<file path="config.mk">
export PLATFORM = sky130hd
export DESIGN_NAME = epoch_seconds_to_calendar_flat
export DESIGN_NICKNAME = d
export VERILOG_FILES = /design/src/hdl/ecal_pkg.sv /design/src/hdl/ecal_if.sv /design/src/hdl/epoch_seconds_to_calendar.sv /design/src/flat_wrapper.sv
export SDC_FILE = /design/constraint.sdc
export NUM_CORES = 1
export LEC_CHECK = 0
export BUFFER_PORTS_ARGS = -buffer_cell sky130_fd_sc_hd__buf_4
export CAP_MARGIN = 40
export CORE_ASPECT_RATIO = 0.75
export CORE_MARGIN = 3
export CORE_UTILIZATION = 50
export CTS_CLUSTER_DIAMETER = 120
export CTS_CLUSTER_SIZE = 8
export DETAILED_ROUTE_END_ITERATION = 7
export HOLD_SLACK_MARGIN = 0.02
export PLACE_DENSITY = 0.69
export SLEW_MARGIN = 5
export SYNTH_ARGS = -nofsm -noshare
export SYNTH_HDL_FRONTEND = slang
export SYNTH_SLANG_ARGS = --single-unit
</file>
<file path="constraint.sdc">
create_clock -name clock -period 7.65 [get_ports clock]
set_clock_uncertainty 0.05 [all_clocks]
set_input_delay 1.1475 -clock clock [delete_from_list [all_inputs] [get_ports clock]]
set_output_delay 1.1475 -clock clock [all_outputs]
set_load 0.01 [all_outputs]
</file>
<file path="src/hdl/ecal_pkg.sv">
// ecal_pkg: constants and helpers for the epoch seconds to calendar converter.
// No dependencies; imported by the response channel interface and the top level.

package ecal_pkg;

   localparam int YEAR_W  = 12;
   localparam int MONTH_W = 4;
   localparam int DOM_W   = 5;
   localparam int HOUR_W  = 5;
   localparam int MIN_W   = 6;
   localparam int SEC_W   = 6;
   localparam int WDAY_W  = 3;
   localparam int DOY_W   = 9;

   localparam logic [16:0] SECS_PER_DAY  = 17'd86400;
   localparam logic [11:0] SECS_PER_HOUR = 12'd3600;
   localparam logic [5:0]  SECS_PER_MIN  = 6'd60;
   localparam logic [10:0] EPOCH_YEAR    = 11'd1970;
   localparam logic [8:0]  DAYS_YEAR     = 9'd365;
   localparam logic [8:0]  DAYS_LEAP     = 9'd366;

   localparam logic [3:0]  MONTH_LAST    = 4'd11;   // December, zero based
   localparam logic [2:0]  EPOCH_WDAY    = 3'd4;    // 1970-01-01 was a Thursday
   localparam logic [2:0]  DAYS_WEEK     = 3'd7;

   // Month length, zero-based month index
   function automatic logic [4:0] month_len(input logic [3:0] idx, input logic leap);
      logic [4:0] len;
      case (idx)
         4'd1:                      len = leap ? 5'd29 : 5'd28;
         4'd3, 4'd5, 4'd8, 4'd10:   len = 5'd30;
         default:                   len = 5'd31;
      endcase
      return len;
   endfunction

endpackage

</file>
<file path="src/hdl/ecal_if.sv">
// ecal_if: valid/ready channel interfaces for request and response.
// Depends on ecal_pkg for the result field widths.

interface ecal_req_if #(parameter int SECONDS_BITS = 32);
   logic                    valid;
   logic                    ready;
   logic [SECONDS_BITS-1:0] epoch_seconds;

   modport source (output valid, output epoch_seconds, input ready);
   modport sink   (input valid, input epoch_seconds, output ready);
endinterface

interface ecal_rsp_if;
   import ecal_pkg::*;

   logic                 valid;
   logic                 ready;
   logic [YEAR_W-1:0]    year;
   logic [MONTH_W-1:0]   month;
   logic [DOM_W-1:0]     day_of_month;
   logic [HOUR_W-1:0]    hour;
   logic [MIN_W-1:0]     minute;
   logic [SEC_W-1:0]     second;
   logic [WDAY_W-1:0]    weekday;
   logic [DOY_W-1:0]     day_of_year;

   modport source (output valid, output year, output month, output day_of_month,
                   output hour, output minute, output second, output weekday,
                   output day_of_year, input ready);
   modport sink   (input valid, input year, input month, input day_of_month,
                   input hour, input minute, input second, input weekday,
                   input day_of_year, output ready);
endinterface

</file>
<file path="src/hdl/epoch_seconds_to_calendar.sv">
// Unix seconds to Gregorian date/time, one shared subtract/compare unit.
// Steps from the accepting edge: day division, hour and minute division, year walk,
// month walk, then rsp valid. The year walk dominates the conversion time.
// One request is converted at a time (ready only in idle); a new request is taken
// while a result waits. Reset (synchronous, active high) returns to idle, drops rsp valid.
// Depends on ecal_pkg and ecal_if.

module epoch_seconds_to_calendar #(
   parameter int SECONDS_BITS = 32
) (
   input  logic                clock,
   input  logic                reset,
   ecal_req_if.sink            req_chan,
   ecal_rsp_if.source          rsp_chan
);
   import ecal_pkg::*;

   localparam int W         = SECONDS_BITS;
   localparam int DAYS_BITS = SECONDS_BITS - 16;
   localparam int CNT_BITS  = $clog2(DAYS_BITS);
   localparam int YEAR_BITS = (DAYS_BITS > 19) ? DAYS_BITS - 7 : 12;

   localparam logic [W-1:0] DAY_DIV_TOP  = W'(SECS_PER_DAY) << (DAYS_BITS - 1);
   localparam logic [W-1:0] HOUR_DIV_TOP = W'(SECS_PER_HOUR) << (HOUR_W - 1);
   localparam logic [W-1:0] MIN_DIV_TOP  = W'(SECS_PER_MIN) << (MIN_W - 1);

   localparam logic [2:0] ST_IDLE   = 3'd0;
   localparam logic [2:0] ST_DAYS   = 3'd1;
   localparam logic [2:0] ST_HOURS  = 3'd2;
   localparam logic [2:0] ST_MINS   = 3'd3;
   localparam logic [2:0] ST_YEARS  = 3'd4;
   localparam logic [2:0] ST_MONTHS = 3'd5;

   logic [2:0]           state_ff, state_in;
   logic [W-1:0]         work_ff, work_in;     // seconds remainder
   logic [DAYS_BITS-1:0] quot_ff, quot_in;     // days, then day within year/month
   logic [W-1:0]         div_ff, div_in;       // shifted divisor
   logic [CNT_BITS-1:0]  cnt_ff, cnt_in;
   logic [2:0]           wmod_ff, wmod_in;     // days mod 7, built bit by bit
   logic [HOUR_W-1:0]    hour_ff, hour_in;
   logic [MIN_W-1:0]     min_ff, min_in;
   logic [YEAR_BITS-1:0] year_ff, year_in;
   logic [1:0]           m4_ff, m4_in;
   logic [6:0]           m100_ff, m100_in;
   logic [8:0]           m400_ff, m400_in;
   logic [DOY_W-1:0]     doy_ff, doy_in;
   logic [3:0]           midx_ff, midx_in;

   logic                 out_valid_ff, out_valid_in;
   logic [YEAR_W-1:0]    out_year_ff;
   logic [MONTH_W-1:0]   out_month_ff;
   logic [DOM_W-1:0]     out_dom_ff;
   logic [HOUR_W-1:0]    out_hour_ff;
   logic [MIN_W-1:0]     out_min_ff;
   logic [SEC_W-1:0]     out_sec_ff;
   logic [WDAY_W-1:0]    out_wday_ff;
   logic [DOY_W-1:0]     out_doy_ff;

   // shared subtract/compare unit
   logic [W-1:0] op_a, op_b;
   logic [W:0]   diff;
   logic         ge;
   logic         leap;
   logic [3:0]   wmod_dbl;
   logic [2:0]   wday_fin;
   logic         accept, finish, load;

   assign leap = (m4_ff == 2'd0) && ((m100_ff != 7'd0) || (m400_ff == 9'd0));

   always_comb begin
      case (state_ff)
         ST_YEARS: begin
            op_a = W'(quot_ff);
            op_b = W'(leap ? DAYS_LEAP : DAYS_YEAR);
         end
         ST_MONTHS: begin
            op_a = W'(quot_ff);
            op_b = W'(month_len(midx_ff, leap));
         end
         default: begin
            op_a = work_ff;
            op_b = div_ff;
         end
      endcase
   end

   assign diff = {1'b0, op_a} - {1'b0, op_b};
   assign ge   = !diff[W];

   assign wmod_dbl = {wmod_ff, ge};
   assign wday_fin = (wmod_ff >= DAYS_WEEK - EPOCH_WDAY) ? wmod_ff - (DAYS_WEEK - EPOCH_WDAY)
                                                          : wmod_ff + EPOCH_WDAY;

   assign accept = req_chan.valid && req_chan.ready;
   assign finish = (state_ff == ST_MONTHS) && ((midx_ff == MONTH_LAST) || !ge);
   assign load   = finish && (!out_valid_ff || rsp_chan.ready);

   assign req_chan.ready = (state_ff == ST_IDLE);

   always_comb begin
      state_in = state_ff;
      work_in  = work_ff;
      quot_in  = quot_ff;
      div_in   = div_ff;
      cnt_in   = cnt_ff;
      wmod_in  = wmod_ff;
      hour_in  = hour_ff;
      min_in   = min_ff;
      year_in  = year_ff;
      m4_in    = m4_ff;
      m100_in  = m100_ff;
      m400_in  = m400_ff;
      doy_in   = doy_ff;
      midx_in  = midx_ff;
      case (state_ff)
         ST_IDLE: begin
            if (accept) begin
               state_in = ST_DAYS;
               work_in  = req_chan.epoch_seconds;
               quot_in  = '0;
               div_in   = DAY_DIV_TOP;
               cnt_in   = CNT_BITS'(DAYS_BITS - 1);
               wmod_in  = '0;
            end
         end
         ST_DAYS: begin
            if (ge) work_in = diff[W-1:0];
            quot_in = {quot_ff[DAYS_BITS-2:0], ge};
            wmod_in = (wmod_dbl >= 4'(DAYS_WEEK)) ? 3'(wmod_dbl - 4'(DAYS_WEEK))
                                                  : wmod_dbl[2:0];
            div_in  = div_ff >> 1;
            cnt_in  = cnt_ff - 1'b1;
            if (cnt_ff == '0) begin
               state_in = ST_HOURS;
               div_in   = HOUR_DIV_TOP;
               cnt_in   = CNT_BITS'(HOUR_W - 1);
            end
         end
         ST_HOURS: begin
            if (ge) work_in = diff[W-1:0];
            hour_in = {hour_ff[HOUR_W-2:0], ge};
            div_in  = div_ff >> 1;
            cnt_in  = cnt_ff - 1'b1;
            if (cnt_ff == '0) begin
               state_in = ST_MINS;
               div_in   = MIN_DIV_TOP;
               cnt_in   = CNT_BITS'(MIN_W - 1);
            end
         end
         ST_MINS: begin
            if (ge) work_in = diff[W-1:0];
            min_in = {min_ff[MIN_W-2:0], ge};
            div_in = div_ff >> 1;
            cnt_in = cnt_ff - 1'b1;
            if (cnt_ff == '0) begin
               state_in = ST_YEARS;
               year_in  = YEAR_BITS'(EPOCH_YEAR);
               m4_in    = 2'd2;
               m100_in  = 7'd70;
               m400_in  = 9'd370;
            end
         end
         ST_YEARS: begin
            if (ge) begin
               quot_in = diff[DAYS_BITS-1:0];
               year_in = year_ff + 1'b1;
               m4_in   = m4_ff + 1'b1;
               m100_in = (m100_ff == 7'd99) ? 7'd0 : m100_ff + 1'b1;
               m400_in = (m400_ff == 9'd399) ? 9'd0 : m400_ff + 1'b1;
            end else begin
               state_in = ST_MONTHS;
               doy_in   = quot_ff[DOY_W-1:0];
               midx_in  = '0;
            end
         end
         ST_MONTHS: begin
            if (!finish) begin
               quot_in = diff[DAYS_BITS-1:0];
               midx_in = midx_ff + 1'b1;
            end else if (load) begin
               state_in = ST_IDLE;
            end
         end
         default: state_in = ST_IDLE;
      endcase
   end

   always_comb begin
      out_valid_in = out_valid_ff;
      if (load) out_valid_in = 1'b1;
      else if (rsp_chan.ready) out_valid_in = 1'b0;
   end

   always_ff @(posedge clock) begin
      if (reset) begin
         state_ff     <= ST_IDLE;
         out_valid_ff <= 1'b0;
      end else begin
         state_ff     <= state_in;
         out_valid_ff <= out_valid_in;
      end
   end

   always_ff @(posedge clock) begin
      work_ff <= work_in;
      quot_ff <= quot_in;
      div_ff  <= div_in;
      cnt_ff  <= cnt_in;
      wmod_ff <= wmod_in;
      hour_ff <= hour_in;
      min_ff  <= min_in;
      year_ff <= year_in;
      m4_ff   <= m4_in;
      m100_ff <= m100_in;
      m400_ff <= m400_in;
      doy_ff  <= doy_in;
      midx_ff <= midx_in;
   end

   always_ff @(posedge clock) begin
      if (load) begin
         out_year_ff  <= year_ff[YEAR_W-1:0];
         out_month_ff <= midx_ff + 1'b1;
         out_dom_ff   <= quot_ff[DOM_W-1:0] + 1'b1;
         out_hour_ff  <= hour_ff;
         out_min_ff   <= min_ff;
         out_sec_ff   <= work_ff[SEC_W-1:0];
         out_wday_ff  <= wday_fin;
         out_doy_ff   <= doy_ff;
      end
   end

   assign rsp_chan.valid        = out_valid_ff;
   assign rsp_chan.year         = out_year_ff;
   assign rsp_chan.month        = out_month_ff;
   assign rsp_chan.day_of_month = out_dom_ff;
   assign rsp_chan.hour         = out_hour_ff;
   assign rsp_chan.minute       = out_min_ff;
   assign rsp_chan.second       = out_sec_ff;
   assign rsp_chan.weekday      = out_wday_ff;
   assign rsp_chan.day_of_year  = out_doy_ff;

   a_accept_starts: assert property (@(posedge clock) disable iff (reset)
      accept |=> (state_ff == ST_DAYS))
      else $error("transfer did not start the day division");

   a_leap_counters: assert property (@(posedge clock) disable iff (reset)
      (state_ff == ST_YEARS) |-> ((m4_ff == m100_ff[1:0]) && (m4_ff == m400_ff[1:0])))
      else $error("leap cycle counters out of step");

   a_month_range: assert property (@(posedge clock) disable iff (reset)
      (state_ff == ST_MONTHS) |-> (midx_ff <= MONTH_LAST))
      else $error("month index past December");

   a_tod_range: assert property (@(posedge clock) disable iff (reset)
      ((state_ff == ST_HOURS) || (state_ff == ST_MINS)) |-> (work_ff < W'(SECS_PER_DAY)))
      else $error("time of day remainder not below one day");

   a_load_no_overwrite: assert property (@(posedge clock) disable iff (reset)
      (out_valid_ff && !rsp_chan.ready) |-> !load)
      else $error("result overwritten before transfer");

endmodule
</file>
<file path="src/flat_wrapper.sv">
// flat-port wrapper written by rule: the top's interface ports become plain ports
module epoch_seconds_to_calendar_flat import ecal_pkg::*;
#(
   parameter int SECONDS_BITS = 32
)
  (clock, reset, req_chan_valid, req_chan_epoch_seconds, req_chan_ready, rsp_chan_valid, rsp_chan_year, rsp_chan_month, rsp_chan_day_of_month, rsp_chan_hour, rsp_chan_minute, rsp_chan_second, rsp_chan_weekday, rsp_chan_day_of_year, rsp_chan_ready);
  ecal_req_if #(.SECONDS_BITS(SECONDS_BITS)) req_chan_i ();
  ecal_rsp_if rsp_chan_i ();
  input  logic clock;
  input  logic reset;
  input wire logic [$bits(req_chan_i.valid)-1:0] req_chan_valid;
  input wire logic [$bits(req_chan_i.epoch_seconds)-1:0] req_chan_epoch_seconds;
  output wire logic [$bits(req_chan_i.ready)-1:0] req_chan_ready;
  output wire logic [$bits(rsp_chan_i.valid)-1:0] rsp_chan_valid;
  output wire logic [$bits(rsp_chan_i.year)-1:0] rsp_chan_year;
  output wire logic [$bits(rsp_chan_i.month)-1:0] rsp_chan_month;
  output wire logic [$bits(rsp_chan_i.day_of_month)-1:0] rsp_chan_day_of_month;
  output wire logic [$bits(rsp_chan_i.hour)-1:0] rsp_chan_hour;
  output wire logic [$bits(rsp_chan_i.minute)-1:0] rsp_chan_minute;
  output wire logic [$bits(rsp_chan_i.second)-1:0] rsp_chan_second;
  output wire logic [$bits(rsp_chan_i.weekday)-1:0] rsp_chan_weekday;
  output wire logic [$bits(rsp_chan_i.day_of_year)-1:0] rsp_chan_day_of_year;
  input wire logic [$bits(rsp_chan_i.ready)-1:0] rsp_chan_ready;
  assign req_chan_i.valid = req_chan_valid;
  assign req_chan_i.epoch_seconds = req_chan_epoch_seconds;
  assign req_chan_ready = req_chan_i.ready;
  assign rsp_chan_valid = rsp_chan_i.valid;
  assign rsp_chan_year = rsp_chan_i.year;
  assign rsp_chan_month = rsp_chan_i.month;
  assign rsp_chan_day_of_month = rsp_chan_i.day_of_month;
  assign rsp_chan_hour = rsp_chan_i.hour;
  assign rsp_chan_minute = rsp_chan_i.minute;
  assign rsp_chan_second = rsp_chan_i.second;
  assign rsp_chan_weekday = rsp_chan_i.weekday;
  assign rsp_chan_day_of_year = rsp_chan_i.day_of_year;
  assign rsp_chan_i.ready = rsp_chan_ready;
  epoch_seconds_to_calendar #(.SECONDS_BITS(SECONDS_BITS)) u_core (.clock(clock), .reset(reset), .req_chan(req_chan_i), .rsp_chan(rsp_chan_i));
endmodule
</file>
After elaboration in Yosys (flattened, before gate mapping)
Index checks and enable logic that the tools add are counted.
{"block": "totals", "register_bits": 195, "latch_bits": 0, "ram_bits": 0, "mem_bits_ro": 0, "in_bits": 36, "output_inout_bits": 52, "elab_cells": 142, "memories": 0}
{"block": "classes", "add_sub_neg": 11, "multipliers": 0, "div_mod_pow": 0, "n_lt_le_gt_ge": 2, "eq_ne": 23, "n_shift": 0, "n_mux": 51, "n_bitwise": 0, "n_reduce_logical": 32}
{"op": "$mux W32", "count": 4}
{"op": "$pmux W32 S2", "count": 2}
{"op": "$pmux W32 S4", "count": 1}
{"op": "$pmux W16 S4", "count": 1}
{"op": "$mux W31", "count": 2}
{"op": "$mux W16", "count": 3}
{"op": "$sub A32 B32 Y33", "count": 1}
{"op": "$mux W3", "count": 10}
{"op": "$mux W9", "count": 3}
{"op": "$mux W12", "count": 2}
{"op": "$pmux W12 S2", "count": 1}
{"op": "$mux W7", "count": 3}
{"op": "$mux W4", "count": 5}
{"op": "$pmux W3 S6", "count": 1}
{"op": "$pmux W9 S2", "count": 1}
{"op": "$pmux W4 S4", "count": 1}
{"op": "$pmux W7 S2", "count": 1}
{"op": "$add A12 B1 Y12 const B", "count": 1}
{"op": "$eq A4 B4 Y1 const B", "count": 3}
{"op": "$ne A2 B1 Y1 const B", "count": 6}
{"op": "$pmux W5 S2", "count": 1}
{"op": "$reduce_bool A2 Y1", "count": 5}
{"op": "$add A9 B1 Y9 const B", "count": 1}
{"op": "$eq A9 B9 Y1 const B", "count": 1}
{"op": "39 further kinds", "count": 59}

Depth between registers and ports, before layout
{"block": "logic_depth", "word_depth": 13, "mapped_depth": 20}

Worst setup path after synthesis
No wires, ideal clock.
{"block": "synth_path", "kind": "register -> register", "from": "register u_core.m400_ff[8]", "to": "register u_core.out_dom_ff[0], in the netlist u_core.rsp_chan.day_of_month[0] (enable)", "arrival_time_ps": 5636, "required_time_ps": 7137, "slack_ps": 1501, "stages_incl_launch_ff": 17, "cell_sequence": "edfxtp_1 -> nor4_1 -> nand3_1 -> nand4_1 -> nand2_1 -> or4_1 -> a31oi_1 -> ha_1 -> inv_1 -> fa_1 -> a211oi_2 -> o21bai_1 -> a311oi_2 -> a21oi_2 -> a31oi_4 -> o21ai_0 -> nor2b_1"}
{"block": "synth_via", "elab_chain_len": 10}
{"item": "start, declared", "line_no": "epoch_seconds_to_calendar.sv:45", "text": "logic [8:0] m400_ff, m400_in;"}
{"item": "start signal, assigned", "line_no": "epoch_seconds_to_calendar.sv:215", "text": "m400_ff <= m400_in;"}
{"item": "$logic_not A9 Y1 *", "line_no": "epoch_seconds_to_calendar.sv:68", "text": "assign leap = (m4_ff == 2'd0) && ((m100_ff != 7'd0) || (m400_ff == 9'd0));"}
{"item": "$logic_or A1 B1 Y1 *", "line_no": "epoch_seconds_to_calendar.sv:68"}
{"item": "$logic_and A1 B1 Y1 *", "line_no": "epoch_seconds_to_calendar.sv:68"}
{"item": "$mux W1", "line_no": "ecal_pkg.sv:30", "text": "4'd1: len = leap ? 5'd29 : 5'd28;"}
{"item": "$pmux W5 S2", "line_no": "ecal_pkg.sv:29", "text": "case (idx)"}
{"item": "$pmux W32 S2 *", "line_no": "epoch_seconds_to_calendar.sv:71", "text": "case (state_ff)"}
{"item": "$sub A32 B32 Y33 *", "line_no": "epoch_seconds_to_calendar.sv:87", "text": "assign diff = {1'b0, op_a} - {1'b0, op_b};"}
{"item": "$logic_or A1 B1 Y1 *", "line_no": "epoch_seconds_to_calendar.sv:95", "text": "assign finish = (state_ff == ST_MONTHS) && ((midx_ff == MONTH_LAST) || !ge);"}
{"item": "$logic_and A1 B1 Y1 *", "line_no": "epoch_seconds_to_calendar.sv:95"}
{"item": "$logic_and A1 B1 Y1 *", "line_no": "epoch_seconds_to_calendar.sv:96", "text": "assign load = finish && (!out_valid_ff || rsp_chan.ready);"}
{"item": "via u_core.load", "line_no": "epoch_seconds_to_calendar.sv:66", "text": "logic accept, finish, load;"}
{"item": "end signal, assigned", "line_no": "epoch_seconds_to_calendar.sv:224", "text": "out_dom_ff <= quot_ff[DOM_W-1:0] + 1'b1;"}
{"item": "end, declared", "line_no": "epoch_seconds_to_calendar.sv:52", "text": "logic [DOM_W-1:0] out_dom_ff;"}
Mark *: on every way through the listed nets, which the timed path passes. The rest lies on a longest branch.
A chain may end at the register's enable or synchronous reset.

Worst setup path in the final report
{"block": "layout_path", "from": "register u_core.state_ff[0]", "to": "register u_core.out_sec_ff[4], in the netlist u_core.rsp_chan.second[4] (enable)"}
{"block": "layout_via", "elab_chain_len": 7}
{"item": "start, declared", "line_no": "epoch_seconds_to_calendar.sv:34", "text": "logic [2:0] state_ff, state_in;"}
{"item": "start signal, assigned", "line_no": "epoch_seconds_to_calendar.sv:199", "text": "state_ff <= state_in;"}
{"item": "$eq A3 B3 Y1, on equally long branches", "line_no": "epoch_seconds_to_calendar.sv:71, epoch_seconds_to_calendar.sv:95"}
{"item": "$reduce_or A2 Y1 (no source line)"}
{"item": "$mux W32", "line_no": "epoch_seconds_to_calendar.sv:71"}
{"item": "$sub A32 B32 Y33", "line_no": "epoch_seconds_to_calendar.sv:87"}
{"item": "$logic_or A1 B1 Y1", "line_no": "epoch_seconds_to_calendar.sv:95"}
{"item": "$logic_and A1 B1 Y1 *", "line_no": "epoch_seconds_to_calendar.sv:95"}
{"item": "$logic_and A1 B1 Y1 *", "line_no": "epoch_seconds_to_calendar.sv:96"}
{"item": "via u_core.load", "line_no": "epoch_seconds_to_calendar.sv:66"}
{"item": "end signal, assigned", "line_no": "epoch_seconds_to_calendar.sv:227", "text": "out_sec_ff <= work_ff[SEC_W-1:0];"}
{"item": "end, declared", "line_no": "epoch_seconds_to_calendar.sv:55", "text": "logic [SEC_W-1:0] out_sec_ff;"}
Marked as above.

==> results.py <==
metrics = {
    "layout": {
        "nets": 1102,
        "sequential_cell_area_sq_mm": 0.005816,
        "most-common-layout-cells": "sky130_fd_sc_hd__edfxtp_1 (191), sky130_fd_sc_hd__nand2_1 (181), sky130_fd_sc_hd__buf_4 (97)",
        "postLayoutCellArea_sq_mm": 0.01178,
        "drive_above_1_share": 0.1591,
        "layout_overhead_on_the_synthesized_area_pct": 16.10,
        "num-fill-cells": 1617,
        "mostFrequentLayoutCell": "sky130_fd_sc_hd__edfxtp_1",
        "multi_input_area_sq_mm": 0.004150,
        "antenna_cells_inserted": 0,
    },
    "detailed_routing": {
        "detailedRoute.firstPassIterationCount": 5,
        "viasPerCell": 5.501,
        "routed_wirelength_microns": 21520,
        "detail_route.drc_violations": 0,
        "route.antenna.remaining_nets": 0,
        "wl_per_cell_microns": 16.76,
        "first_iter_violations": 522,
        "num_vias": 7063,
    },
    "clock_network": {
        "tritoncts.num_buffers": 17,
        "cts.repair.resized": 0,
        "path_clk_slew_ps": 80,
        "clk_buf_depth": 2,
        "tritoncts_num_sinks": 195,
        "cts_root_buffer": "sky130_fd_sc_hd__clkbuf_16",
        "cts_hold_repair.buffers": 0,
        "clk_latency_ps": 440,
        "clock_tree_from_tritoncts": "yes",
        "post_cts.repair.setup_buffers": 0,
        "htree_num_levels": 4,
    },
    "critical_path": {
        "worstSetupPathType": "reg -> reg",
        "r2r_start": "u_core.state_ff[0]",
        "worst-path-max-fanout": 26,
        "cp-start-kind": "register",
        "reg2reg_depth": 16,
        "worstReg2RegEnd": "u_core.rsp_chan.second[4]",
        "worst-endpoint-arrival_ps": 5450,
        "r2r_slack_ps": 2280,
        "critPathCaptureType": "register",
        "critical_path_required_ps": 7730,
    },
    "placement": {
        "gp_congestion": 0.8691,
        "postPlaceCellArea_sq_mm": 0.01115,
        "portBuffers": 87,
        "dpl_worst_slack_ps": 2306,
        "hpwlAfterDp_microns": 15110,
    },
    "hold_path": {
        "hold_path_class": "reg -> reg",
        "holdPathStages": 0,
        "min_from": "u_core.doy_ff[4]",
        "holdPathEnd": "u_core.rsp_chan.day_of_year[4]",
    },
    "yosys": {
        "yosysWarningCount": 0,
        "netlist_instances": 936,
        "post_synth_instance_area_sq_mm": 0.01015,
        "ys_seq_area_frac": 0.5731,
        "postSynthAreaPerCell_sq_um": 10.84,
        "ys_dominant_reg_cell": "sky130_fd_sc_hd__edfxtp_1",
        "async_reset_ff_frac": 0,
        "synth-seq-cells": 195,
        "synth-edff-count": 191,
        "synth_cell_type_count": 64,
        "mappedNetlistNets": 1020,
    },
    "floorplan": {
        "coreArea_sq_mm": 0.01965,
        "die_h_microns": 129.4,
        "num_rows": 44,
        "die_w_microns": 170.5,
        "start_util": 0.5163,
        "floorplan.io_pins": 88,
        "floorplan.die_area_sq_mm": 0.02206,
    },
    "grt": {
        "grt_start_max_net_pins": 44,
        "grt_pass1_wl_microns": 34380,
        "grt_antenna_before_repair": 0,
        "grt.overflow.total": 0,
        "grt_pass1_vias": 6568,
        "grtUsageTotal": 0.1969,
    },
    "timing": {
        "grt_setup_unrepaired": "false",
        "fmax_achieved_mhz": 186.2,
        "drv_slew": 0,
        "layout_setup_ws_ps": 2280,
        "report.final.setup_viol": 0,
        "setup_tns_ps": 0,
        "finalHoldViolations": 0,
        "final.period_utilization": 0.7020,
        "worst_slew_margin_rel": 0.4509,
        "worst_slew_pin_slew_ps": 820.6,
        "min_period_ps": 5370,
    },
    "job": {
        "timing.max_cap.violations": 0,
    },
    "run_status": {
        "status": "finished clean",
    },
}
==> kinds of logic (layout without fill, tap and decap cells) <==
kind of cell / count (synthesis) / in the layout / share of synthesized area
XOR/XNOR: 50 / 50 / 0.04316
adder cells (fa/ha/maj): 48 / 48 / 0.05993
multiplexers: 6 / 6 / 0.006042
AO/OA/AOI/OAI: 185 / 185 / 0.1160
flip-flops: 195 / 195 / 0.5731
buffers and inverters: 61 / 156 / 0.02293
AND/OR/NAND/NOR: 391 / 391 / 0.1788
==> worst max-delay path, cell delays in order, from the launching register on <==
cell and delay [ps]:
sky130_fd_sc_hd__dfxtp_1 790, sky130_fd_sc_hd__nor2_1 260, sky130_fd_sc_hd__nand2_1 450, sky130_fd_sc_hd__o22ai_1 120
sky130_fd_sc_hd__a31oi_1 200, sky130_fd_sc_hd__ha_1 190, sky130_fd_sc_hd__inv_1 50, sky130_fd_sc_hd__fa_1 430
sky130_fd_sc_hd__a211oi_2 230, sky130_fd_sc_hd__o21bai_1 150, sky130_fd_sc_hd__a311oi_2 380, sky130_fd_sc_hd__a21oi_2 160
sky130_fd_sc_hd__a31oi_4 440, sky130_fd_sc_hd__o21ai_0 270, sky130_fd_sc_hd__nor2b_4 350, sky130_fd_sc_hd__buf_12 230
sky130_fd_sc_hd__buf_4 260
==> metal layers <==
| layer | GRT usage | wire, microns | up-vias |
|---|---|---|---|
| li1 | - | - | 3544 |
| met1 | 0.3090 | 11040 | 3309 |
| met2 | 0.2859 | 9090 | 196 |
| met3 | 0.03568 | 1204 | 14 |
| met4 | 0.04435 | 181 | 0 |
| met5 | 0 | 0 | - |
==> synthesized netlist by cell type (5+ instances only) <==
cell,n,area (sq um)
sky130_fd_sc_hd__o21a_1,5,37.54
sky130_fd_sc_hd__o21ai_0,69,345.3
sky130_fd_sc_hd__mux2i_1,5,50.05
sky130_fd_sc_hd__nand3_1,38,190.2
sky130_fd_sc_hd__nand2_1,181,679.4
sky130_fd_sc_hd__a21o_1,15,112.6
sky130_fd_sc_hd__nand4_1,5,31.28
sky130_fd_sc_hd__and3_1,10,62.56
sky130_fd_sc_hd__inv_1,23,86.33
sky130_fd_sc_hd__and2_1,47,294.0
sky130_fd_sc_hd__nor2_1,56,210.2
sky130_fd_sc_hd__clkbuf_1,34,127.6
sky130_fd_sc_hd__edfxtp_1,191,5736
sky130_fd_sc_hd__ha_1,47,588.1
sky130_fd_sc_hd__xnor2_1,27,236.5
sky130_fd_sc_hd__nand2b_1,11,68.82
sky130_fd_sc_hd__a21oi_1,45,225.2
sky130_fd_sc_hd__nor2b_1,6,37.54
sky130_fd_sc_hd__xor2_1,23,201.4
sky130_fd_sc_hd__nor3_1,13,65.06
==> state kept, by name (all words and copies together), names as in the netlist, 2 cells and up <==
name and count:
u_core.cnt_ff 4, u_core.div_ff 32, u_core.doy_ff 9, u_core.hour_ff 5
u_core.m100_ff 7, u_core.m400_ff 9, u_core.m4_ff 2, u_core.midx_ff 4
u_core.min_ff 6, u_core.quot_ff 16, u_core.rsp_chan.day_of_month 5, u_core.rsp_chan.day_of_year 9
u_core.rsp_chan.hour 5, u_core.rsp_chan.minute 6, u_core.rsp_chan.month 4, u_core.rsp_chan.second 6
u_core.rsp_chan.weekday 3, u_core.rsp_chan.year 12, u_core.state_ff 3, u_core.wmod_ff 3
u_core.work_ff 32, u_core.year_ff 12
==> per-stage QoR <==
step | instances | hold slack (ps) | util
after global routing | 1284 | 385.0 | 0.5994
after CTS | 1284 | 376.2 | 0.5994
final | 1284 | 374.0 | 0.5994
after detailed placement | 1252 | 358.4 | 0.5673
after floorplan | 936 | 350.3 | -
after global placement | 1249 | 354.2 | 0.5649
==> worst max path at each step <==
stage | end | slack (ps) | cells past startpoint | startpoint
6_report | u_core.rsp_chan.second[4] | 2280 | 16 | u_core.state_ff[0]
5_1_grt | u_core.rsp_chan.day_of_year[8] | 1870 | 16 | u_core.state_ff[0]
4_1_cts | u_core.rsp_chan.second[4] | 2240 | 13 | u_core.state_ff[2]
3_5_place_dp | u_core.rsp_chan.day_of_year[7] | 2310 | 16 | u_core.state_ff[0]
3_3_place_gp | u_core.rsp_chan.day_of_year[8] | 2050 | 15 | u_core.state_ff[0]
2_1_floorplan | u_core.rsp_chan.day_of_month[0] | 1500 | 16 | u_core.m400_ff[8]
==> layout make-up <==
cell class                      instances  share of cell area
Sequential cell                       195              0.4936
Multi-Input combinational cell        680              0.3523
Timing Repair Buffer                  100             0.06574
Clock buffer                           17             0.03611
Tap cell                              253             0.02687
Clock inverter                         15             0.01752
Inverter                               24            0.007859
Power is not shown: default switching activity piles up to over one toggle a cycle in this logic, so the estimate is an artifact.
